### src/design/gssg_pkg.sv
// Shared types and constants for the spectral subtraction gain pipeline.
package gssg_pkg;

  localparam int unsigned IDX_W  = 13;
  localparam int unsigned GAIN_W = 16;
  localparam int unsigned FACT_W = 16;
  localparam int unsigned QUOT_W = 32;
  localparam int unsigned ROOT_STEPS = QUOT_W / 2;

  localparam logic [GAIN_W-1:0] UNITY_GAIN = 16'd4096;
  localparam logic [GAIN_W-1:0] SAT_GAIN   = 16'hFFFF;

  typedef struct packed {
    logic [IDX_W-1:0] idx;
    logic [IDX_W-1:0] mirr_idx;
    logic             mirror;
    logic             unity;
    logic             sat;
  } meta_t;

endpackage

### src/design/gssg_sqrt.sv
// Pipelined integer square root, one root bit per stage.
module gssg_sqrt
  import gssg_pkg::*;
(
  input  logic              clk_i,
  input  logic              rst_ni,
  input  logic              en_i,
  input  logic              valid_i,
  input  meta_t             meta_i,
  input  logic [QUOT_W-1:0] rad_i,
  output logic              valid_o,
  output meta_t             meta_o,
  output logic [GAIN_W-1:0] root_o
);

  logic              v_q [ROOT_STEPS];
  meta_t             m_q [ROOT_STEPS];
  logic [QUOT_W-1:0] q_q [ROOT_STEPS];
  logic [QUOT_W-1:0] r_q [ROOT_STEPS];

  for (genvar k = 0; k < ROOT_STEPS; k++) begin : g_stage
    localparam int unsigned BP = QUOT_W - 2 - 2 * k;
    logic              v_p;
    meta_t             m_p;
    logic [QUOT_W-1:0] q_p;
    logic [QUOT_W-1:0] r_p;
    logic [QUOT_W:0]   trial;
    logic              take;

    if (k == 0) begin : g_first
      assign v_p = valid_i;
      assign m_p = meta_i;
      assign q_p = rad_i;
      assign r_p = '0;
    end else begin : g_next
      assign v_p = v_q[k-1];
      assign m_p = m_q[k-1];
      assign q_p = q_q[k-1];
      assign r_p = r_q[k-1];
    end

    assign trial = {1'b0, r_p} + ((QUOT_W + 1)'(1) << BP);
    assign take  = ({1'b0, q_p} >= trial);

    always_ff @(posedge clk_i or negedge rst_ni) begin
      if (!rst_ni) begin
        v_q[k] <= 1'b0;
      end else if (en_i) begin
        v_q[k] <= v_p;
      end
    end

    always_ff @(posedge clk_i) begin
      if (en_i) begin
        m_q[k] <= m_p;
        if (take) begin
          q_q[k] <= q_p - QUOT_W'(trial);
          r_q[k] <= (r_p >> 1) + (QUOT_W'(1) << BP);
        end else begin
          q_q[k] <= q_p;
          r_q[k] <= r_p >> 1;
        end
      end
    end
  end

  assign valid_o = v_q[ROOT_STEPS-1];
  assign meta_o  = m_q[ROOT_STEPS-1];
  assign root_o  = GAIN_W'(r_q[ROOT_STEPS-1]);

endmodule

### config.mk
export PLATFORM = sky130hd
export DESIGN_NAME = gssg_sqrt
export DESIGN_NICKNAME = d
export VERILOG_FILES = /design/src/design/gssg_pkg.sv /design/src/design/gssg_sqrt.sv
export SDC_FILE = /design/constraint.sdc
export NUM_CORES = 1
export LEC_CHECK = 0
export ABC_AREA = 0
export ABC_CLOCK_PERIOD_IN_PS = 4450
export BUFFER_PORTS_ARGS = -buffer_cell sky130_fd_sc_hd__clkbuf_2
export CAP_MARGIN = 5
export CELL_PAD_IN_SITES_DETAIL_PLACEMENT = 1
export CELL_PAD_IN_SITES_GLOBAL_PLACEMENT = 1
export CORE_MARGIN = 2
export CORE_UTILIZATION = 57
export DETAILED_ROUTE_END_ITERATION = 7
export PLACE_DENSITY = 0.84
export REMOVE_ABC_BUFFERS = 1
export SLEW_MARGIN = 10
export SYNTH_ARGS = -nofsm -noshare
export SYNTH_HDL_FRONTEND = slang
export SYNTH_SLANG_ARGS = --single-unit
### constraint.sdc
create_clock -name clk_i -period 4.45 [get_ports clk_i]
set_input_delay 0.445 -clock clk_i [delete_from_list [all_inputs] [get_ports clk_i]]
set_output_delay 0.445 -clock clk_i [all_outputs]
set_load 0.02 [all_outputs]
Yosys cells after proc, flatten, opt, wreduce, memory -nomap -nowiden:

Memories as Yosys holds them, arrays and structs flattened.
Cells that the tools add are included.

* output and inout bits: 46
* bits of input ports: 65
* memories: 3
* register bits: 16
* RAM bits: 1488
* word-level logic and storage cells: 243

Memories
* q_q: depth 16, width 32, read ports 15, clocked after memory_dff 0, write ports 16, RTL line gssg_sqrt.sv:18 `logic [QUOT_W-1:0] q_q [ROOT_STEPS];`
* r_q: depth 16, width 32, read ports 16, clocked after memory_dff 0, write ports 16, RTL line gssg_sqrt.sv:19 `logic [QUOT_W-1:0] r_q [ROOT_STEPS];`
* m_q: depth 16, width 29, read ports 16, clocked after memory_dff 0, write ports 16, RTL line gssg_sqrt.sv:17 `meta_t m_q [ROOT_STEPS];`

* muxes and demuxes: 130
* bitwise operators: 32
* order comparisons: 16
* $add $sub $neg: 46

Operators by type and width (number)
* 32-bit two-way mux: 32
* 32-bit by 33-bit >= comparator with 1-bit output: 15
* 32-bit subtractor: 15
* 1-bit two-way mux: 98
* 32-bit by 1-bit adder with 33-bit output (second input constant): 1
* 32-bit by 11-bit adder with 33-bit output (second input constant): 1
* 32-bit by 13-bit adder with 33-bit output (second input constant): 1
* 32-bit by 15-bit adder with 33-bit output (second input constant): 1
* 32-bit by 17-bit adder with 33-bit output (second input constant): 1
* 32-bit by 19-bit adder with 33-bit output (second input constant): 1
* 32-bit by 21-bit adder with 33-bit output (second input constant): 1
* 32-bit by 23-bit adder with 33-bit output (second input constant): 1
* 32-bit by 25-bit adder with 33-bit output (second input constant): 1
* 32-bit by 27-bit adder with 33-bit output (second input constant): 1
* 32-bit by 29-bit adder with 33-bit output (second input constant): 1
* 32-bit by 3-bit adder with 33-bit output (second input constant): 1
* 32-bit by 5-bit adder with 33-bit output (second input constant): 1
* 32-bit by 7-bit adder with 33-bit output (second input constant): 1
* 32-bit by 9-bit adder with 33-bit output (second input constant): 1
* 31-bit by 1-bit adder with 32-bit output (second input constant): 1
* 31-bit by 11-bit adder with 32-bit output (second input constant): 1
* 31-bit by 13-bit adder with 32-bit output (second input constant): 1
* 31-bit by 15-bit adder with 32-bit output (second input constant): 1
* 31-bit by 17-bit adder with 32-bit output (second input constant): 1
* 13 further kinds: 44

Longest topological paths before layout:

An unclocked memory read counts as a cell.

* word-level depth: 7
* depth in mapped cells: 11
* gate-level depth less buffers: 9

Worst setup path before layout:

No wires, ideal clock.

* path kind: reg-to-reg
* from: mem q_q[12][18] (netlist: q_q[1][146])
* to: mem q_q[13][20] (netlist: q_q[1][180]), data pin
* arrival: 2.730 ns
* required time: 4.183 ns
* clock period less this slack: 2.997 ns
* path slack: 1.453 ns
* library setup time: 0.267 ns
* cell stages (with the launch flop): 9
* buffers on the path: 0
* cell sequence: edfxtp_1 -> ha_1 -> a2111oi_0 -> nand2_1 -> a311o_1 -> a221oi_2 -> nor3_2 -> nor3b_1 -> xor2_1

RTL lines (RTL line)
* from (decl): gssg_sqrt.sv:18

==> results.yml <==
floorplan:
  core_area_um2: 76200
  start_util: 0.578
  io_pins: 111
  die_area_um2: 79500
  rows: 101
  die_w_um: 282
  fp.dieH_um: 282
synthesis:
  ys_ff_latch: 1096
  yosys_warnings: 0
  synth_top_flop_cell: "edfxtp_1"
  seq_area_frac_synth: 0.746
  synth_cell_types: 77
  ys_async_sr_fraction: 0.0146
  synth_area_per_cell_um2: 15.6
  synthesis.area_um2: 44000
  syn-instance-count: 2814
  synth-edff-count: 1080
route:
  route.detailed.drc: 0
  vias: 24700
  wl_per_cell_um: 24.3
  routed_wl_mm: 102
  viasPerCell: 5.90
  first_iter_violations: 2019
  ant_nets: 0
  drt_first_pass_iters: 5
final_layout:
  fin_util: 0.657
  final_nets: 3277
  area_delta_synth_final_pct: 13.6
  drive_gt1_frac: 0.113
worst_setup_path:
  cp-startpoint: "q_q[0][184]"
  critPathMaxFanout: 15
  cp-start-kind: "flip-flop"
  reg2regPathDepth: 8
  critPathArrivalTime_ns: 4.22
  reg2reg_to: "q_q[0][220]"
  cp-end-kind: "flip-flop"
  worst-endpoint-required_ns: 4.85
  r2r-start: "q_q[0][184]"
  crit_type: "flip-flop to flip-flop"
  rrSetupSlack_ns: 0.62
flow_run:
  maxCapViolCount: 0
placement:
  place_worst_setup_slack_ns: 1.08
  io_buffers: 110
  finalWeightedCongestion: 0.905
  place_hpwl_mm: 64.5
clocking:
  clk_path_buf_depth: 3
  cts_buffers: 106
  cts_setup_buffers: 0
  cts_tree: "yes"
  cts.clk_slew.worst_paths_ns: 0.08
  clock_latency_ns: 0.71
  root_buffer: "clkbuf_16"
  cts.sinks: 1096
  htreeDepth: 3
global_route:
  antenna_found_initial: 6
  grt_pass1_vias: 26700
  grt_pass1_wl_mm: 156
  grt_use_total: 0.261
  grt_max_degree: 169
  globalRoute.totalOverflow: 0
worst_hold_path:
  hold_start: "valid_i"
  min_path_type: "input port to flip-flop"
  min_to: "g_stage[1].v_p"
  whs_path_depth: 2
sta:
  period_minus_slack_ns: 3.83
  finalWorstSetupSlack_ns: 0.624
  fmax_mhz: 261
  worst_pin_slew_ns: 1.04
  maxSlewHeadroom: 0.299
  setup_viol: 0
  rsz0062_at_grt: "false"
  period_share: 0.860
  setup_tns_ns: 0
  hold_viol: 0
  slew_viol_final: 0
  skew_ns: 0.0489
pwr:
  p_leak_nw: 18.3
  power.total_mw: 25.1
  power_density_nw_per_um2: 503
  peakVddDrop_mv: 0.540
outcome:
  status: "completed"
==> where the power goes <==
part / switching, mW / internal (mW) / leakage [nW] / total, mW
combinational: 1.70 / 1.08 / 5.98 / 2.78
sequential: 0.700 / 12.5 / 10.6 / 13.2
clock: 4.00 / 5.14 / 1.71 / 9.15
==> final cells by class <==
type	count	area [um2]
clock buffer	133	2840
clock inverter	62	696
antenna	2	5.00
sequential	1096	32800
multi-input combinational	1485	10300
timing repair buffer	193	1380
inverter	180	676
fill	6807	26200
tap	1030	1290
==> state kept, by name, indices dropped and copies added, names as in the netlist <==
signal       cells
r_q            136
q_q            480
g_stage.v_p     15
valid_o          1
m_q            464
==> per-stage QoR <==
step,std cells,hold slack (ns),instance area (um2)
finish,4181,0.0348,50000
global route,4179,0.0361,50000
CTS,4179,0.00548,50000
detailed placement,3924,0.382,45900
global placement,3924,0.367,45900
floorplan,2761,0.149,43800
==> timing repair <==
| item | in CTS | in global routing |
|---|---|---|
| hold buffers | 60 | 0 |
| setup endpoints to repair | 0 | 0 |
| hold endpoints to repair | 75 | 0 |
| resized for setup | 0 | 0 |
==> logic make-up after synthesis <==
kind of cell / count (synthesis) / share of synthesized area
buf+inv: 233 / 0.0205
compound gates: 425 / 0.0606
flops: 1096 / 0.746
xor+xnor: 193 / 0.0384
fa+ha+maj: 150 / 0.0426
mux: 36 / 0.00901
simple gates: 681 / 0.0831
==> how the worst max path moves through the flow <==
stage	endpoint	slack, ns	depth (start not counted)
after floorplan	q_q[1][92]	0.62	8
after global placement	q_q[1][177]	1.16	8
after detailed placement	q_q[0][93]	1.08	5
after CTS	q_q[0][220]	0.88	8
after global routing	q_q[0][220]	0.38	8
final	q_q[0][220]	0.62	8
==> synthesized netlist by cell type (32+ instances only) <==
library cell | number | area (um2)
nor2_1 | 112 | 420
ha_1 | 150 | 1880
inv_1 | 180 | 676
nand3_1 | 32 | 160
o21ai_0 | 144 | 721
clkbuf_1 | 40 | 150
nor4_1 | 77 | 482
nand2b_1 | 36 | 225
edfxtp_1 | 1080 | 32400
a21oi_1 | 105 | 526
xor2_1 | 98 | 858
a21o_1 | 33 | 248
xnor2_1 | 95 | 832
nand2_1 | 176 | 661
nor3_1 | 56 | 280
==> worst max-delay path: stages (launching register included) <==
cell and delay, ns:
edfxtp_1 0.46, ha_1 0.52, nor4b_1 0.34, nand4_1 0.24, o31ai_1 0.48, a211o_1 0.56, o21ai_0 0.38, nor4_1 0.39
xor2_1 0.17
==> routing by layer <==
metal	GRT usage	routed length (um)	part of all wire	vias up
met1	0.304	38800	0.38	12400
met2	0.481	54200	0.53	836
li1	-	-	-	11200
met4	0.111	4120	0.040	4
met3	0.0359	4640	0.046	242
met5	0	26	0.00026	-
==> cell usage in the layout (no fill, tap or decap), types with 32 or more instances in the layout <==
master / Yosys / routed
a21o_1: 33 / 33
a21oi_1: 105 / 105
clkbuf_16: 0 / 108
clkbuf_2: 0 / 109
dlygate4sd3_1: 0 / 60
edfxtp_1: 1080 / 1080
ha_1: 150 / 150
inv_1: 180 / 180
nand2_1: 176 / 176
nand2b_1: 36 / 36
nand3_1: 32 / 32
nor2_1: 112 / 112
nor3_1: 56 / 56
nor4_1: 77 / 77
o21ai_0: 144 / 144
xnor2_1: 95 / 95
xor2_1: 98 / 98
Power figures use the tool's default switching activity.
